--- src/rtl/core/sdt_pkg.sv ---
// package for the sorted deque table core
// shared constants: default sizes, port widths, operation kinds and status codes
// no dependencies
`timescale 1ns / 1ps

package sdt_pkg;

    // default sizes for the top level parameters
    localparam int DEPTH_DEF      = 16;
    localparam int ELEM_WIDTH_DEF = 16;

    // fixed port widths
    localparam int KIND_W    = 3;
    localparam int OPERAND_W = 16;
    localparam int STATUS_W  = 2;
    localparam int COUNT_W   = 5;

    // operation kinds
    localparam logic [KIND_W-1:0] KIND_ADD_FRONT  = 3'd0;
    localparam logic [KIND_W-1:0] KIND_ADD_REAR   = 3'd1;
    localparam logic [KIND_W-1:0] KIND_REM_FRONT  = 3'd2;
    localparam logic [KIND_W-1:0] KIND_REM_REAR   = 3'd3;
    localparam logic [KIND_W-1:0] KIND_SORT_INS   = 3'd4;
    localparam logic [KIND_W-1:0] KIND_REM_VALUE  = 3'd5;
    localparam logic [KIND_W-1:0] KIND_SEARCH     = 3'd6;

    // result status codes
    localparam logic [STATUS_W-1:0] ST_OK    = 2'd0;
    localparam logic [STATUS_W-1:0] ST_EMPTY = 2'd1;
    localparam logic [STATUS_W-1:0] ST_FULL  = 2'd2;

endpackage

--- src/rtl/core/sorted_deque_table_core.sv ---
// top level of the sorted deque table core: sequencer, bookkeeping, result word
// depends on sdt_pkg and sdt_store
// one memory port walks the store an entry at a time
`timescale 1ns / 1ps

// Bounded ordered list of up to DEPTH signed elements kept in a circular store.
// A command word is taken when start is high and busy is low; exactly one result
// word follows, shown for a single cycle with done high, and it cannot be held
// off by the receiver. Add front, add rear, kind 7 and any rejected command go
// straight to the write-back and result step; remove front or rear first reads
// the end entry. Sorted insert, remove value and search on a non-empty list
// first scan the held elements in order, one read per cycle with the compare in
// the cycle after each read, then insert and remove value move the trailing
// entries one per cycle where needed, then write back and report. The move only
// covers the tail from where the scan stopped; both walks are paced by the single
// read and single write port of the entry store. busy stays high throughout; a
// new command may be given in the cycle that done is high.
module sorted_deque_table_core #(
    parameter int DEPTH      = sdt_pkg::DEPTH_DEF,
    parameter int ELEM_WIDTH = sdt_pkg::ELEM_WIDTH_DEF
) (
    input  logic                                clk,
    input  logic                                rst_n,
    input  logic                                start,
    output logic                                busy,
    input  logic [sdt_pkg::KIND_W-1:0]          kind,
    input  logic signed [sdt_pkg::OPERAND_W-1:0] operand_value,
    output logic                                done,
    output logic signed [sdt_pkg::OPERAND_W-1:0] removed_value,
    output logic                                found,
    output logic [sdt_pkg::STATUS_W-1:0]        status,
    output logic [sdt_pkg::COUNT_W-1:0]         element_count
);
    import sdt_pkg::*;

    localparam int IDX_W = $clog2(DEPTH);
    localparam int CNT_W = $clog2(DEPTH + 1);

    typedef enum logic [4:0] {
        S_IDLE   = 5'b00001,
        S_FETCH  = 5'b00010,
        S_SCAN   = 5'b00100,
        S_SHIFT  = 5'b01000,
        S_FINISH = 5'b10000
    } state_t;

    // physical slot of a logical position
    function automatic logic [IDX_W-1:0] slot_of(input logic [IDX_W-1:0] head,
                                                 input logic [CNT_W-1:0] pos);
        logic [CNT_W:0] sum;
        sum = (CNT_W+1)'(head) + (CNT_W+1)'(pos);
        if (sum >= (CNT_W+1)'(DEPTH))
        begin
            sum = sum - (CNT_W+1)'(DEPTH);
        end
        return sum[IDX_W-1:0];
    endfunction

    state_t                  state_reg, state_next;
    logic [KIND_W-1:0]       kind_reg, kind_next;
    logic [ELEM_WIDTH-1:0]   elem_reg, elem_next;
    logic [STATUS_W-1:0]     st_reg, st_next;
    logic [IDX_W-1:0]        head_reg, head_next;
    logic [CNT_W-1:0]        count_reg, count_next;
    logic [CNT_W-1:0]        tgt_reg, tgt_next;
    logic                    hit_reg, hit_next;
    logic [CNT_W-1:0]        rd_pos_reg, rd_pos_next;
    logic [CNT_W-1:0]        left_reg, left_next;
    logic                    up_reg, up_next;
    logic                    cmp_valid_reg, cmp_valid_next;
    logic [CNT_W-1:0]        cmp_pos_reg, cmp_pos_next;
    logic                    wb_valid_reg, wb_valid_next;
    logic [CNT_W-1:0]        wb_pos_reg, wb_pos_next;

    logic                    done_reg, done_next;
    logic [OPERAND_W-1:0]    removed_reg, removed_next;
    logic                    found_reg, found_next;
    logic [STATUS_W-1:0]     status_reg, status_next;
    logic [COUNT_W-1:0]      count_out_reg, count_out_next;

    // store ports
    logic                    mem_we;
    logic [IDX_W-1:0]        mem_waddr;
    logic [ELEM_WIDTH-1:0]   mem_wdata;
    logic                    mem_re;
    logic [IDX_W-1:0]        mem_raddr;
    logic [ELEM_WIDTH-1:0]   mem_rdata;

    logic                    accept;
    logic                    full;
    logic                    empty;
    logic [IDX_W-1:0]        head_dec;
    logic [IDX_W-1:0]        head_inc;
    logic signed [ELEM_WIDTH-1:0] operand_elem;
    logic                    scan_hit;

    sdt_store #(
        .DEPTH      (DEPTH),
        .ELEM_WIDTH (ELEM_WIDTH)
    ) u_store (
        .clk   (clk),
        .we    (mem_we),
        .waddr (mem_waddr),
        .wdata (mem_wdata),
        .re    (mem_re),
        .raddr (mem_raddr),
        .rdata (mem_rdata)
    );

    assign busy   = (state_reg != S_IDLE);
    assign accept = start && !busy;
    assign full   = (count_reg >= CNT_W'(DEPTH));
    assign empty  = (count_reg == '0);

    // operand sign-extended or cut down to the element width
    assign operand_elem = ELEM_WIDTH'(operand_value);

    // circular head moves
    assign head_dec = (head_reg == '0) ? IDX_W'(DEPTH - 1) : head_reg - 1'b1;
    assign head_inc = (head_reg == IDX_W'(DEPTH - 1)) ? '0 : head_reg + 1'b1;

    // compare of the scanned entry against the operand
    always_comb
    begin
        if (kind_reg == KIND_SORT_INS)
        begin
            if (cmp_pos_reg == '0)
            begin
                scan_hit = $signed(elem_reg) < $signed(mem_rdata);
            end
            else
            begin
                scan_hit = !($signed(mem_rdata) < $signed(elem_reg));
            end
        end
        else
        begin
            scan_hit = (mem_rdata == elem_reg);
        end
    end

    // sequencer
    always_comb
    begin
        state_next     = state_reg;
        kind_next      = kind_reg;
        elem_next      = elem_reg;
        st_next        = st_reg;
        head_next      = head_reg;
        count_next     = count_reg;
        tgt_next       = tgt_reg;
        hit_next       = hit_reg;
        rd_pos_next    = rd_pos_reg;
        left_next      = left_reg;
        up_next        = up_reg;
        cmp_valid_next = 1'b0;
        cmp_pos_next   = cmp_pos_reg;
        wb_valid_next  = 1'b0;
        wb_pos_next    = wb_pos_reg;
        done_next      = 1'b0;
        removed_next   = removed_reg;
        found_next     = found_reg;
        status_next    = status_reg;
        count_out_next = count_out_reg;
        mem_we         = 1'b0;
        mem_waddr      = slot_of(head_reg, wb_pos_reg);
        mem_wdata      = mem_rdata;
        mem_re         = 1'b0;
        mem_raddr      = slot_of(head_reg, rd_pos_reg);

        unique case (state_reg)
            S_IDLE:
            begin
                if (accept)
                begin
                    kind_next   = kind;
                    elem_next   = operand_elem;
                    tgt_next    = '0;
                    hit_next    = 1'b0;
                    rd_pos_next = '0;
                    st_next     = ST_OK;
                    priority if ((kind == KIND_ADD_FRONT || kind == KIND_ADD_REAR
                                  || kind == KIND_SORT_INS) && full)
                    begin
                        st_next    = ST_FULL;
                        state_next = S_FINISH;
                    end
                    else if ((kind == KIND_REM_FRONT || kind == KIND_REM_REAR) && empty)
                    begin
                        st_next    = ST_EMPTY;
                        state_next = S_FINISH;
                    end
                    else if (kind == KIND_REM_FRONT || kind == KIND_REM_REAR)
                    begin
                        state_next = S_FETCH;
                    end
                    else if ((kind == KIND_SORT_INS || kind == KIND_REM_VALUE
                              || kind == KIND_SEARCH) && !empty)
                    begin
                        state_next = S_SCAN;
                    end
                    else
                    begin
                        state_next = S_FINISH;
                    end
                end
            end

            // read the element at the front or the rear
            S_FETCH:
            begin
                mem_re = 1'b1;
                if (kind_reg == KIND_REM_FRONT)
                begin
                    mem_raddr = head_reg;
                end
                else
                begin
                    mem_raddr = slot_of(head_reg, count_reg - 1'b1);
                end
                state_next = S_FINISH;
            end

            // in-order walk, read one ahead of the compare
            S_SCAN:
            begin
                if (rd_pos_reg < count_reg)
                begin
                    mem_re         = 1'b1;
                    rd_pos_next    = rd_pos_reg + 1'b1;
                    cmp_valid_next = 1'b1;
                    cmp_pos_next   = rd_pos_reg;
                end
                if (cmp_valid_reg && (scan_hit || cmp_pos_reg == count_reg - 1'b1))
                begin
                    cmp_valid_next = 1'b0;
                    hit_next       = scan_hit;
                    tgt_next       = scan_hit ? cmp_pos_reg : count_reg;
                    state_next     = S_FINISH;
                    // removal of a middle entry: pull the tail down
                    if (kind_reg == KIND_REM_VALUE && scan_hit && cmp_pos_reg != '0
                        && (cmp_pos_reg + 1'b1) < count_reg)
                    begin
                        up_next     = 1'b0;
                        rd_pos_next = cmp_pos_reg + 1'b1;
                        left_next   = count_reg - 1'b1 - cmp_pos_reg;
                        state_next  = S_SHIFT;
                    end
                    // insert after the front: push the tail up
                    else if (kind_reg == KIND_SORT_INS && scan_hit && cmp_pos_reg != '0)
                    begin
                        up_next     = 1'b1;
                        rd_pos_next = count_reg - 1'b1;
                        left_next   = count_reg - cmp_pos_reg;
                        state_next  = S_SHIFT;
                    end
                end
            end

            // entry move, read then write back one slot over
            S_SHIFT:
            begin
                if (left_reg != '0)
                begin
                    mem_re        = 1'b1;
                    left_next     = left_reg - 1'b1;
                    wb_valid_next = 1'b1;
                    rd_pos_next   = up_reg ? rd_pos_reg - 1'b1 : rd_pos_reg + 1'b1;
                    wb_pos_next   = up_reg ? rd_pos_reg + 1'b1 : rd_pos_reg - 1'b1;
                end
                if (wb_valid_reg)
                begin
                    mem_we = 1'b1;
                end
                if (left_reg == '0 && !wb_valid_reg)
                begin
                    state_next = S_FINISH;
                end
            end

            // write back, bookkeeping and result word
            S_FINISH:
            begin
                removed_next = '0;
                found_next   = 1'b0;
                status_next  = st_reg;
                mem_wdata    = elem_reg;
                if (st_reg == ST_OK)
                begin
                    unique case (kind_reg)
                        KIND_ADD_FRONT:
                        begin
                            head_next  = head_dec;
                            mem_we     = 1'b1;
                            mem_waddr  = head_dec;
                            count_next = count_reg + 1'b1;
                        end
                        KIND_ADD_REAR:
                        begin
                            mem_we     = 1'b1;
                            mem_waddr  = slot_of(head_reg, count_reg);
                            count_next = count_reg + 1'b1;
                        end
                        KIND_REM_FRONT:
                        begin
                            removed_next = OPERAND_W'($signed(mem_rdata));
                            head_next    = head_inc;
                            count_next   = count_reg - 1'b1;
                        end
                        KIND_REM_REAR:
                        begin
                            removed_next = OPERAND_W'($signed(mem_rdata));
                            count_next   = count_reg - 1'b1;
                        end
                        KIND_SORT_INS:
                        begin
                            mem_we = 1'b1;
                            if (tgt_reg == '0)
                            begin
                                head_next = head_dec;
                                mem_waddr = head_dec;
                            end
                            else
                            begin
                                mem_waddr = slot_of(head_reg, tgt_reg);
                            end
                            count_next = count_reg + 1'b1;
                        end
                        KIND_REM_VALUE:
                        begin
                            found_next = hit_reg;
                            if (hit_reg)
                            begin
                                if (tgt_reg == '0)
                                begin
                                    head_next = head_inc;
                                end
                                count_next = count_reg - 1'b1;
                            end
                        end
                        KIND_SEARCH:
                        begin
                            found_next = hit_reg;
                        end
                        default:
                        begin
                        end
                    endcase
                end
                count_out_next = COUNT_W'(count_next);
                done_next      = 1'b1;
                state_next     = S_IDLE;
            end

            default:
            begin
                state_next = S_IDLE;
            end
        endcase
    end

    // control state
    always_ff @(posedge clk or negedge rst_n)
    begin
        if (!rst_n)
        begin
            state_reg     <= S_IDLE;
            head_reg      <= '0;
            count_reg     <= '0;
            cmp_valid_reg <= 1'b0;
            wb_valid_reg  <= 1'b0;
            done_reg      <= 1'b0;
        end
        else
        begin
            state_reg     <= state_next;
            head_reg      <= head_next;
            count_reg     <= count_next;
            cmp_valid_reg <= cmp_valid_next;
            wb_valid_reg  <= wb_valid_next;
            done_reg      <= done_next;
        end
    end

    // working and result registers
    always_ff @(posedge clk)
    begin
        kind_reg      <= kind_next;
        elem_reg      <= elem_next;
        st_reg        <= st_next;
        tgt_reg       <= tgt_next;
        hit_reg       <= hit_next;
        rd_pos_reg    <= rd_pos_next;
        left_reg      <= left_next;
        up_reg        <= up_next;
        cmp_pos_reg   <= cmp_pos_next;
        wb_pos_reg    <= wb_pos_next;
        removed_reg   <= removed_next;
        found_reg     <= found_next;
        status_reg    <= status_next;
        count_out_reg <= count_out_next;
    end

    assign done          = done_reg;
    assign removed_value = removed_reg;
    assign found         = found_reg;
    assign status        = status_reg;
    assign element_count = count_out_reg;

    // checks
    a_accept_busy: assert property (@(posedge clk) disable iff (!rst_n)
        accept |=> busy)
        else $error("accepted command did not raise busy");

    a_done_idle: assert property (@(posedge clk) disable iff (!rst_n)
        done |-> !busy)
        else $error("result word shown while still busy");

    a_count_range: assert property (@(posedge clk) disable iff (!rst_n)
        count_reg <= CNT_W'(DEPTH))
        else $error("element count above depth");

    a_err_clean: assert property (@(posedge clk) disable iff (!rst_n)
        (done && status != ST_OK) |-> (removed_value == '0 && !found))
        else $error("rejected command returned data");

    a_full_count: assert property (@(posedge clk) disable iff (!rst_n)
        (done && status == ST_FULL) |-> (element_count == COUNT_W'(DEPTH)))
        else $error("full status with store not full");

endmodule

--- src/rtl/core/sdt_store.sv ---
// entry store for the sorted deque table core
// single write port, single read port with registered read data
// depends on sdt_pkg for default sizes
`timescale 1ns / 1ps

module sdt_store #(
    parameter int DEPTH      = sdt_pkg::DEPTH_DEF,
    parameter int ELEM_WIDTH = sdt_pkg::ELEM_WIDTH_DEF
) (
    input  logic                        clk,
    input  logic                        we,
    input  logic [$clog2(DEPTH)-1:0]    waddr,
    input  logic [ELEM_WIDTH-1:0]       wdata,
    input  logic                        re,
    input  logic [$clog2(DEPTH)-1:0]    raddr,
    output logic [ELEM_WIDTH-1:0]       rdata
);
    import sdt_pkg::*;

    logic [ELEM_WIDTH-1:0] mem [DEPTH];
    logic [ELEM_WIDTH-1:0] rdata_reg;

    // write port
    always_ff @(posedge clk)
    begin
        if (we)
        begin
            mem[waddr] <= wdata;
        end
    end

    // registered read port
    always_ff @(posedge clk)
    begin
        if (re)
        begin
            rdata_reg <= mem[raddr];
        end
    end

    assign rdata = rdata_reg;

endmodule
--- config.mk ---
export PLATFORM = sky130hd
export DESIGN_NAME = sorted_deque_table_core
export DESIGN_NICKNAME = d
export VERILOG_FILES = /design/src/rtl/core/sdt_pkg.sv /design/src/rtl/core/sorted_deque_table_core.sv /design/src/rtl/core/sdt_store.sv
export SDC_FILE = /design/constraint.sdc
export NUM_CORES = 1
export LEC_CHECK = 0
export BUFFER_PORTS_ARGS = -buffer_cell sky130_fd_sc_hd__buf_2
export CORE_MARGIN = 8
export CORE_UTILIZATION = 35
export DETAILED_ROUTE_END_ITERATION = 6
export MAX_ROUTING_LAYER = met4
export PLACE_DENSITY_LB_ADDON = 0.05
export SLEW_MARGIN = 20
export SYNTH_ARGS = -nofsm -noshare
export SYNTH_HDL_FRONTEND = slang
export SYNTH_SLANG_ARGS = --single-unit
--- constraint.sdc ---
create_clock -name clk -period 5.4 [get_ports clk]
set_input_delay 0.27 -clock clk [delete_from_list [all_inputs] [get_ports clk]]
set_output_delay 0.27 -clock clk [all_outputs]
set_load 0.01 [all_outputs]
== Yosys cells after proc, flatten, opt, wreduce, memory -nomap -nowiden ==
Memories as Yosys holds them, arrays and structs flattened. A register that Yosys moved wholly into a read port is not among the register bits.
Cells that the tools add are included.
Operators by class
  add/subtract/negate cells: 20
  order comparisons: 10
  eq/ne operators: 29
  muxes and demuxes: 68
  reduce and logical (&&, ||, !) cells: 50
Operators with widths (number)
  5-bit two-way mux: 25
  4-bit two-way mux: 15
  16-bit less-than comparator: 2
  4-bit by 5-bit adder with 6-bit output: 5
  6-bit by 5-bit greater-or-equal comparator with 1-bit output, second input constant: 5
  5-bit case mux with 3 select lines: 2
  4-bit by 1-bit subtractor with 4-bit output, second input constant: 6
  5-bit zero test: 4
  5-bit case mux with 2 select lines: 2
  5-bit case mux with 4 select lines: 1
  3-bit == test, second input constant: 6
  1-bit two-way mux: 17
  16-bit == test: 1
  16-bit two-way mux: 1
  4-bit case mux with 4 select lines: 1
  5-bit by 1-bit adder with 5-bit output, second input constant: 3
  5-bit by 1-bit subtractor with 5-bit output, second input constant: 3
  3-bit by 2-bit == test with 1-bit output, second input constant: 4
  4-bit case mux with 3 select lines: 1
  3-bit AND reduction: 4
  1-bit logical AND: 11
  5-bit less-than comparator: 2
  2-bit != test, second input constant: 5
  2-bit AND reduction: 5
  other kinds (29): 46
Word-level totals
  register bits: 89
  memory bits (writable): 256
  input port bits: 22
  logic and storage cells: 198
  memories kept: 1
Memory list
  u_store.mem: words 16, width 16, read ports 1, clocked after memory_dff 1, wr ports 1, RTL line sdt_store.sv:20  | logic [ELEM_WIDTH-1:0] mem [DEPTH];

== Logic depth before layout (Yosys ltp) ==
Gate-level depths: netlist (run 1).
  word-level depth: 10
  mapped depth: 13
  mapped depth without buffers: 11

== Hierarchy ==
A second synthesis (run 1) with hierarchy kept.
Second synthesis, totals
  cells, all modules: 1060
  area, all modules: 16413.2 µm²
Modules (own cells, without submodules)
  sdt_store: instances 1, cells each 432, area each 10202.3 µm², seq. area each 8167.8 µm²
  sorted_deque_table_core: instances 1, cells each 628, area each 6211.0 µm², seq. area each 2558.7 µm²

== Worst setup path after synthesis (run 1) ==
Ideal clock, no wire load.
  path kind: register to register
  from: reg head_reg[1]
  to: mem u_store.mem[7][0] (netlist name), enable pin
  arrival: 2.959 ns
  path slack: 2.053 ns
  stages on the path, launching flop included: 8
  path buffers: 0
  clock period less this slack: 3.347 ns
  cell sequence: dfrtp_1 inv_1 fa_1 mux2_2 o22ai_1 mux2i_1 or3b_1 nor2_1
On the way
  word-level cells in the longest chain between the ends: 7
  elaborated cells between the ends (all ways): 19
RTL lines
  start: declaration: RTL line sorted_deque_table_core.sv:63  | logic [IDX_W-1:0] head_reg, head_next;
  start signal: assignment: RTL line sorted_deque_table_core.sv:377  | head_reg <= head_next;
  4-bit by 5-bit adder with 6-bit output: RTL line sorted_deque_table_core.sv:51  | sum = (CNT_W+1)'(head) + (CNT_W+1)'(pos);
  6-bit by 5-bit greater-or-equal comparator with 1-bit output / 4-bit by 1-bit subtractor with 4-bit output (equally long branches): RTL line sorted_deque_table_core.sv:52, sorted_deque_table_core.sv:54
  4-bit two-way mux: RTL line sorted_deque_table_core.sv:52  | if (sum >= (CNT_W+1)'(DEPTH))
  4-bit two-way mux: RTL line sorted_deque_table_core.sv:318  | if (tgt_reg == '0)
  4-bit case mux with 3 select lines: RTL line sorted_deque_table_core.sv:290  | unique case (kind_reg)
  4-bit two-way mux: RTL line sorted_deque_table_core.sv:288  | if (st_reg == ST_OK)
  4-bit two-way mux *: RTL line sorted_deque_table_core.sv:171  | unique case (state_reg)
  end: declaration: RTL line sdt_store.sv:20
Mark *: on every way between the ends. The rest lies on a longest branch, timed or not.

== Worst setup path in the final report (run 1) ==
  from: reg count_reg[0]
  to: reg u_store.rdata_reg[2], in the netlist u_store.rdata[2] (read register of u_store.mem), data pin
On the way
  word-level cells in the longest chain between the ends: 6
  elaborated cells between the ends (all ways): 10
RTL lines
  start: declaration: RTL line sorted_deque_table_core.sv:64  | logic [CNT_W-1:0] count_reg, count_next;
  start signal: assignment: RTL line sorted_deque_table_core.sv:378  | count_reg <= count_next;
  5-bit by 1-bit subtractor with 5-bit output: RTL line sorted_deque_table_core.sv:219  | mem_raddr = slot_of(head_reg, count_reg - 1'b1);
  4-bit by 5-bit adder with 6-bit output: RTL line sorted_deque_table_core.sv:51
  6-bit by 5-bit greater-or-equal comparator with 1-bit output / 4-bit by 1-bit subtractor with 4-bit output (equally long branches): RTL line sorted_deque_table_core.sv:52, sorted_deque_table_core.sv:54
  4-bit two-way mux: RTL line sorted_deque_table_core.sv:52
  4-bit two-way mux: RTL line sorted_deque_table_core.sv:213  | if (kind_reg == KIND_REM_FRONT)
  4-bit two-way mux: RTL line sorted_deque_table_core.sv:171
  end: declaration: RTL line sdt_store.sv:21  | logic [ELEM_WIDTH-1:0] rdata_reg;
Parallel ways exist; a longest one is shown, timed or not.
A chain may end at the register's enable or synchronous reset.

==> results of run 1 <==
-- critical path: stages, from the launching register on --
cell	delay (ns)
dfrtp_1	0.57
inv_1	0.24
ha_1	0.39
inv_1	0.16
fa_1	0.54
mux2i_1	0.10
mux2i_4	0.43
buf_4	0.61
mux2i_1	0.29
mux2i_1	0.10
mux2i_1	0.18
mux2i_1	0.10
-- kinds of logic (layout without fill, tap and decap cells) --
family          Yosys count  count (layout)  synth area share, %
compound gates          148             148                5.629
xor+xnor                 43              43                2.295
fa+ha+maj                65              65                5.026
buf+inv                 104             234                2.985
flops                   360             360                62.26
mux                     266             266                15.56
simple gates            199             199                6.246
-- layer usage --
layer	global-route usage, %	vias up
li1	-	4666
met1	23.00	4970
met2	25.52	158
met3	2.388	53
met4	4.082	0
met5	-	-
-- per-stage QoR --
step | std cells | cell area (um2) | total power [mW] | util, % | worst slack [ns]
after floorplan | 1185 | 17230 | 8.420 | - | 2.053
after global placement | 1886 | 18370 | 9.890 | 37.69 | 1.341
after detailed placement | 1886 | 18370 | 9.867 | 37.69 | 1.334
after CTS | 1979 | 19790 | 12.48 | 40.60 | 1.326
after global routing | 1979 | 19800 | 13.05 | 40.61 | 1.084
final | 1979 | 19800 | 12.28 | 40.61 | 1.357
-- worst max-delay path by stage --
| stage | depth (start not counted) | from | to | slack, ns |
|---|---|---|---|---|
| 6_report | 11 | count_reg[0] | u_store.rdata[2] | 1.36 |
| 5_1_grt | 11 | count_reg[1] | u_store.rdata[7] | 1.08 |
| 4_1_cts | 11 | count_reg[0] | u_store.rdata[2] | 1.33 |
| 3_5_place_dp | 11 | count_reg[0] | u_store.rdata[2] | 1.33 |
| 3_3_place_gp | 11 | count_reg[0] | u_store.rdata[13] | 1.34 |
| 2_1_floorplan | 7 | head_reg[1] | u_store.mem[7][0] | 2.05 |
-- cell type report --
class	count	area share (%)
clock buffers	54	5.537
well taps	664	4.197
repair buffers	106	3.805
multi-input cells	721	30.60
flip-flops and latches	360	54.19
inverters	55	1.043
clock inverters	19	0.6258
-- power breakdown --
group / internal, mW / total, mW / leakage, nW / switching [mW]
combinational: 2.50 / 5.86 / 3.59 / 3.37
clock: 1.44 / 2.56 / 0.591 / 1.12
sequential: 3.58 / 3.86 / 3.33 / 0.279
-- what timing repair did --
item                                   CTS  global route
hold buffers                            20             0
endpoints found under the hold margin   36             0
setup endpoints to repair                0             0
-- layout by cell type (no fill, tap or decap), types with 5 or more instances in the layout --
cell type and instances:
edfxtp_1 343, mux2i_1 261, ha_1 58, inv_1 55, nand2_1 52, buf_2 47, clkbuf_16 42, nor2_1 39
o21ai_0 38, buf_4 37, a21oi_1 35, xnor2_1 28, dlygate4sd3_1 20, and2_1 18, nor2_2 17, dfrtp_1 16
a21o_1 14, xor2_1 14, clkbuf_1 12, nand3_1 10, o21ai_1 9, o211ai_1 8, nor2b_1 7, nand3b_1 7
fa_1 7, clkinv_2 7, clkinv_1 7, nor3_1 6, nand4_1 6, and3_1 5
==> flow_metrics.py, run 1 <==
metrics = {
    "critical_path": {
        "rrSetupSlack_ns": 1.36,
        "cp_max_fo": 34,
        "cp-start-kind": "register",
        "crit_type": "reg -> reg",
        "r2r_cells": 11,
        "timing.rr.start": "count_reg[0]",
        "cp-end-kind": "register",
        "cp.required_ns": 5.68,
        "cp_data_arrival_time_ns": 4.32,
        "worstReg2RegEnd": "u_store.rdata[2]",
    },
    "drt": {
        "wire_per_inst_um": 23.14,
        "m1WireLength_um": 22630,
        "wl_met3_um": 1550,
        "dr_total_vias": 9847,
        "dr_wl_met2_um": 20850,
        "wl_um": 45790,
        "via_per_inst": 4.976,
        "ant_nets": 0,
        "drt_first_pass_iters": 5,
        "top_layer_used": "met4",
        "drt_iter0_drc": 616,
        "drc": 0,
    },
    "floorplan": {
        "start_util_pct": 35.34,
        "dieHeight_um": 237.9,
        "fp.dieW_um": 237.9,
        "fp.coreArea_um2": 48750,
        "pin_count": 48,
        "die-area_um2": 56580,
        "rows": 81,
    },
    "layout": {
        "diodes": 0,
        "fill_cells": 4576,
        "multi_input_area_um2": 6058,
        "register_area_um2": 10730,
        "largest_reg_flops": 256,
        "final_nets": 1373,
        "drive_above_1_share_pct": 14.30,
        "area_delta_synth_final_pct": 14.90,
        "top_register": "u_store.mem",
    },
    "sta": {
        "clock.fmax_ghz": 0.2474,
        "period_share_pct": 74.87,
        "holdWs_ns": 0.07235,
        "grt_setup_unrepaired": "no",
        "slew_viol_final": 0,
        "tightest_slew_ns": 1.108,
        "relSlewSlack_pct": 26.14,
        "finalCriticalPeriod_ns": 4.043,
        "hold_viol_final": 0,
        "setup_viol": 0,
        "fin_skew_ns": 0.02596,
        "fin_setup_tns_ns": 0,
    },
    "place": {
        "dp_hpwl_um": 29800,
        "gp_congestion": 0.8070,
        "port_buffers": 47,
    },
    "job": {
        "max_cap_viol_count": 0,
    },
    "clock_tree": {
        "cts-root-buf": "clkbuf_16",
        "clk_path_buf_depth": 3,
        "numClockSinks": 360,
        "cts_tree": "built",
        "clock_latency_ns": 0.57,
        "htreeDepth": 2,
        "cts_setup_buffers": 0,
        "cts_resized": 0,
        "numCtsBuffers": 42,
        "clk_pin_slew_worst_paths_ns": 0.06,
    },
    "synthesis": {
        "syn-cell-area_um2": 17230,
        "synthTopCellsByCount": "edfxtp_1 (343), mux2i_1 (261), ha_1 (58), inv_1 (55), nor2_1 (55)",
        "yosys.area.top_type_share_pct": 59.79,
        "avgSynthCellArea_um2": 14.54,
        "yosys.area.top_type": "edfxtp_1",
        "ys_types": 75,
        "yosysSeqAreaShare_pct": 62.26,
        "yosys_register_bits": 360,
        "ys_top_cells_by_area": "edfxtp_1 (60%), mux2i_1 (15%), ha_1 (4.2%)",
        "syn_inst": 1185,
        "synth_edf_count": 343,
        "yosys_warnings": 0,
        "async_flop_share_pct": 4.722,
        "ys.flop_type": "edfxtp_1",
        "post-synth-top-count-cell": "edfxtp_1",
        "synthesis.nets": 1272,
    },
    "outcome": {
        "status": "finished clean",
    },
    "grt": {
        "first_global_vias": 9946,
        "grt_usage_pct": 16.58,
        "grt_max_degree": 65,
        "grt_pass1_wl_um": 67270,
        "grt_antenna_before_repair": 0,
        "grt_overflow_total": 0,
    },
    "power": {
        "p_leak_nw": 7.513,
        "ir_worst_vdd_mv": 0.5729,
        "p_per_area_nw_per_um2": 620.5,
    },
    "min_path": {
        "min_path_type": "in -> reg",
        "worstHoldStart": "start",
        "hold_path_depth": 3,
        "hold_end": "state_reg[1]",
    },
}
Power figures use the tool's default switching activity.
==> run 2: changes to the inputs <==
Settings changed: ABC_AREA from default to 1.
Clock period 5.4 ns to 4.1 ns, I/O delays scaled along.
==> run 2 against run 1 <==
  * Cell area about the same
  * Non-clock buffer count increased by 7
  * Final cell count increased by 13%
  * Wire length increased by 12%
  * Sequential share of layout area increased by 0.051 points
  * Highest routed layer unchanged
  * Register-to-register slack got worse by 0.65 ns
  * Setup slack got worse by 0.65 ns
  * Critical endpoint is now u_store.mem[5][8]
  * Sequential power increased by 31%
  * Clock power increased by 36%
  * Clock skew decreased by 0.0081 ns
  * First-iteration DRC count increased by 74%
  * Sequential cell count unchanged
==> flow_metrics.py, run 2 <==
metrics = {
    "sta": {
        "period_share_pct": 82.66,
        "relSlewSlack_pct": 29.24,
        "fin_skew_ns": 0.01782,
        "fin_setup_tns_ns": 0,
        "finalCriticalPeriod_ns": 3.389,
        "hold_viol_final": 0,
        "clock.fmax_ghz": 0.2951,
        "grt_setup_unrepaired": "no",
        "tightest_slew_ns": 1.061,
        "slew_viol_final": 0,
        "setup_viol": 0,
    },
    "critical_path": {
        "critPathBufInv": 2,
        "cp_max_fo": 10,
        "timing.rr.start": "head_reg[0]",
        "rrSetupSlack_ns": 0.71,
        "critPathMaxStageDelay_ns": 0.57,
        "cp_data_arrival_time_ns": 3.63,
        "r2r_cells": 12,
        "worstReg2RegEnd": "u_store.mem[5][8]",
        "crit_top_cell": "o21ai_0",
        "cp-end-kind": "register",
        "cp.required_ns": 4.34,
        "crit_type": "reg -> reg",
        "crit_chain": "inv_1 -> ha_1 -> nand2_1 -> o21ai_0 -> nor2_1 -> a21oi_1 -> o21ai_0 -> o2111ai_1 -> o21ai_0 -> nand2_1 -> nor2_2 -> buf_4",
        "setup.worst_path.start": "head_reg[0]",
        "critical_path_depth": 12,
        "crit_family": "simple AND/OR/NAND/NOR gates",
        "cp_slowest_cell": "dfrtp_1",
        "cp-start-kind": "register",
    },
    "synthesis": {
        "synthTopCellsByCount": "edfxtp_1 (343), nor2_1 (178), nand2_1 (173), o21ai_0 (136), inv_1 (120)",
        "synth_xor_area_share_pct": 1.731,
        "ys.flop_type": "edfxtp_1",
        "ys_types": 57,
        "syn_inst": 1493,
        "post-synth-top-count-cell": "edfxtp_1",
        "yosys.area_share.simple_pct": 13.19,
        "yosysSeqAreaShare_pct": 62.62,
        "synth_compound_area_share_pct": 12.38,
        "avgSynthCellArea_um2": 11.47,
        "yosys_register_bits": 360,
        "synthMuxAreaShare_pct": 0.06574,
        "synthAdderAreaFrac_pct": 5.055,
        "synth_edf_count": 343,
        "syn-cell-area_um2": 17130,
        "ys_top_cells_by_area": "edfxtp_1 (60%), o211ai_1 (4.3%), ha_1 (4.2%)",
        "yosys.area.top_type_share_pct": 60.13,
        "yosys_warnings": 0,
        "yosys.area.top_type": "edfxtp_1",
        "synth_top_family_by_area": "simple AND/OR/NAND/NOR gates",
        "synthesis.nets": 1580,
        "async_flop_share_pct": 4.722,
    },
    "layout": {
        "diodes": 0,
        "fill_cells": 4649,
        "largest_reg_flops": 256,
        "drive_above_1_share_pct": 15.77,
        "top_register": "u_store.mem",
        "post-route-cell-area_um2": 19780,
        "layout_common_cells": "edfxtp_1 (343), nand2_1 (173), nor2_1 (161)",
        "area_delta_synth_final_pct": 15.46,
        "final_nets": 1678,
        "final_common_cell": "edfxtp_1",
    },
    "floorplan": {
        "dieHeight_um": 237.2,
        "pin_count": 48,
        "start_util_pct": 35.21,
        "die-area_um2": 56280,
        "fp.coreArea_um2": 48650,
        "rows": 81,
        "fp.dieW_um": 237.2,
    },
    "grt": {
        "grt_antenna_before_repair": 1,
        "grt_pass1_wl_um": 76490,
        "first_global_vias": 11650,
        "grt_overflow_total": 0,
        "grt_usage_pct": 18.59,
        "grt_max_degree": 100,
    },
    "power": {
        "combPwrFrac_pct": 49.6,
        "ir_worst_vdd_mv": 0.5430,
        "sequentialPowerShare_pct": 29.8,
        "p_sw_share_pct": 44.27,
        "intPower_mw": 9.475,
        "clkPwrFrac_pct": 20.5,
        "p_per_area_nw_per_um2": 859.6,
        "p_leak_nw": 7.285,
        "power.switching_mw": 7.525,
    },
    "clock_tree": {
        "htreeDepth": 2,
        "numClockSinks": 360,
        "clock_latency_ns": 0.56,
        "clk_path_buf_depth": 3,
        "numCtsBuffers": 42,
        "cts-root-buf": "clkbuf_16",
        "cts_tree": "built",
        "clk_pin_slew_worst_paths_ns": 0.06,
    },
    "drt": {
        "wire_per_inst_um": 22.81,
        "drc": 0,
        "drt_first_pass_iters": 7,
        "dr_total_vias": 11690,
        "drt_iter0_drc": 1072,
        "ant_nets": 0,
        "via_per_inst": 5.207,
        "wl_um": 51210,
    },
    "place": {
        "port_buffers": 47,
        "dp_hpwl_um": 34040,
        "gp_congestion": 0.8679,
        "dpl_cell_area_um2": 18310,
    },
    "min_path": {
        "hold_end": "state_reg[0]",
        "hold_path_depth": 4,
        "min_path_type": "in -> reg",
        "worstHoldStart": "start",
    },
    "job": {
        "max_cap_viol_count": 0,
    },
    "outcome": {
        "status": "finished clean",
    },
}
## run 2: changes by cell type after synthesis, moves of 11 or more
cell	delta
mux2i_1	-261
nor2_1	+123
nand2_1	+121
o21ai_0	+93
o211ai_1	+89
inv_1	+65
nand3_1	+60
or2_2	+30
o211ai_2	+18
and2_1	-17
xnor2_1	-16
or2_1	+15
a21o_1	-12
a21oi_1	+11
## run 2: cell families (layout without fill, tap and decap cells)
logic type	Yosys count	in the layout
mux	1	1
simple gates	508	508
compound gates	333	333
fa+ha+maj	65	65
flops	360	360
buf+inv	193	323
xor+xnor	33	33
## run 2: worst min-delay path, delay by kind of cell
family	cells	cell delay, ns
buffers and inverters	2	0.13
AND/OR/NAND/NOR	1	0.16
AO/OA/AOI/OAI	1	0.11
## run 2: worst max-delay path by stage
stage	slack, ns	end
5_1_grt	0.39	u_store.mem[5][14]
6_report	0.71	u_store.mem[5][8]
2_1_floorplan	0.89	u_store.mem[12][0]
4_1_cts	0.70	u_store.rdata[12]
3_3_place_gp	0.75	u_store.mem[5][2]
3_5_place_dp	0.72	u_store.mem[5][2]
## run 2: power by group through the flow
stage	clock network, mW	registers [mW]	logic [mW]
global placement	0	5.15	8.56
global route	3.73	5.10	9.42
detailed placement	0	5.15	8.55
floorplan	0	5.02	5.85
CTS	3.60	5.08	8.59
finish	3.49	5.07	8.44
## run 2: area by class of cell
type / count / area (um2) / area share (%)
flip-flops and latches: 360 / 10730 / 54.24
multi-input cells: 940 / 5652 / 28.58
clock buffers: 63 / 1191 / 6.023
repair buffers: 113 / 843.3 / 4.264
well taps: 622 / 778.2 / 3.935
inverters: 134 / 509.2 / 2.575
clock inverters: 13 / 76.32 / 0.3859
## run 2: repair_timing
action / CTS / global route
hold endpoints to repair: 39 / 0
hold buffers: 20 / 0
gates resized for setup: 0 / 0
setup buffers: 0 / 0
## run 2: layer usage
metal  up-vias  GRT usage, %  share of wire, %
met2       345         28.21                44
met4         0         6.609               3.5
met3       101         3.069               5.9
met5         -             -                 0
met1      5714         25.07                46
li1       5530             -                 -
## run 2: metrics by stage
| stage | hold WS (ns) | utilization [%] | worst slack (ns) | power (mW) | std cells |
|---|---|---|---|---|---|
| floorplan | -0.09059 | - | 0.8880 | 10.87 | 1493 |
| global placement | 0.1966 | 37.64 | 0.7487 | 13.71 | 2149 |
| detailed placement | 0.2103 | 37.64 | 0.7230 | 13.69 | 2149 |
| CTS | 0.009054 | 40.65 | 0.7036 | 17.27 | 2245 |
| global route | 0.06429 | 40.65 | 0.3928 | 18.26 | 2245 |
| finish | 0.03980 | 40.65 | 0.7110 | 17.00 | 2245 |
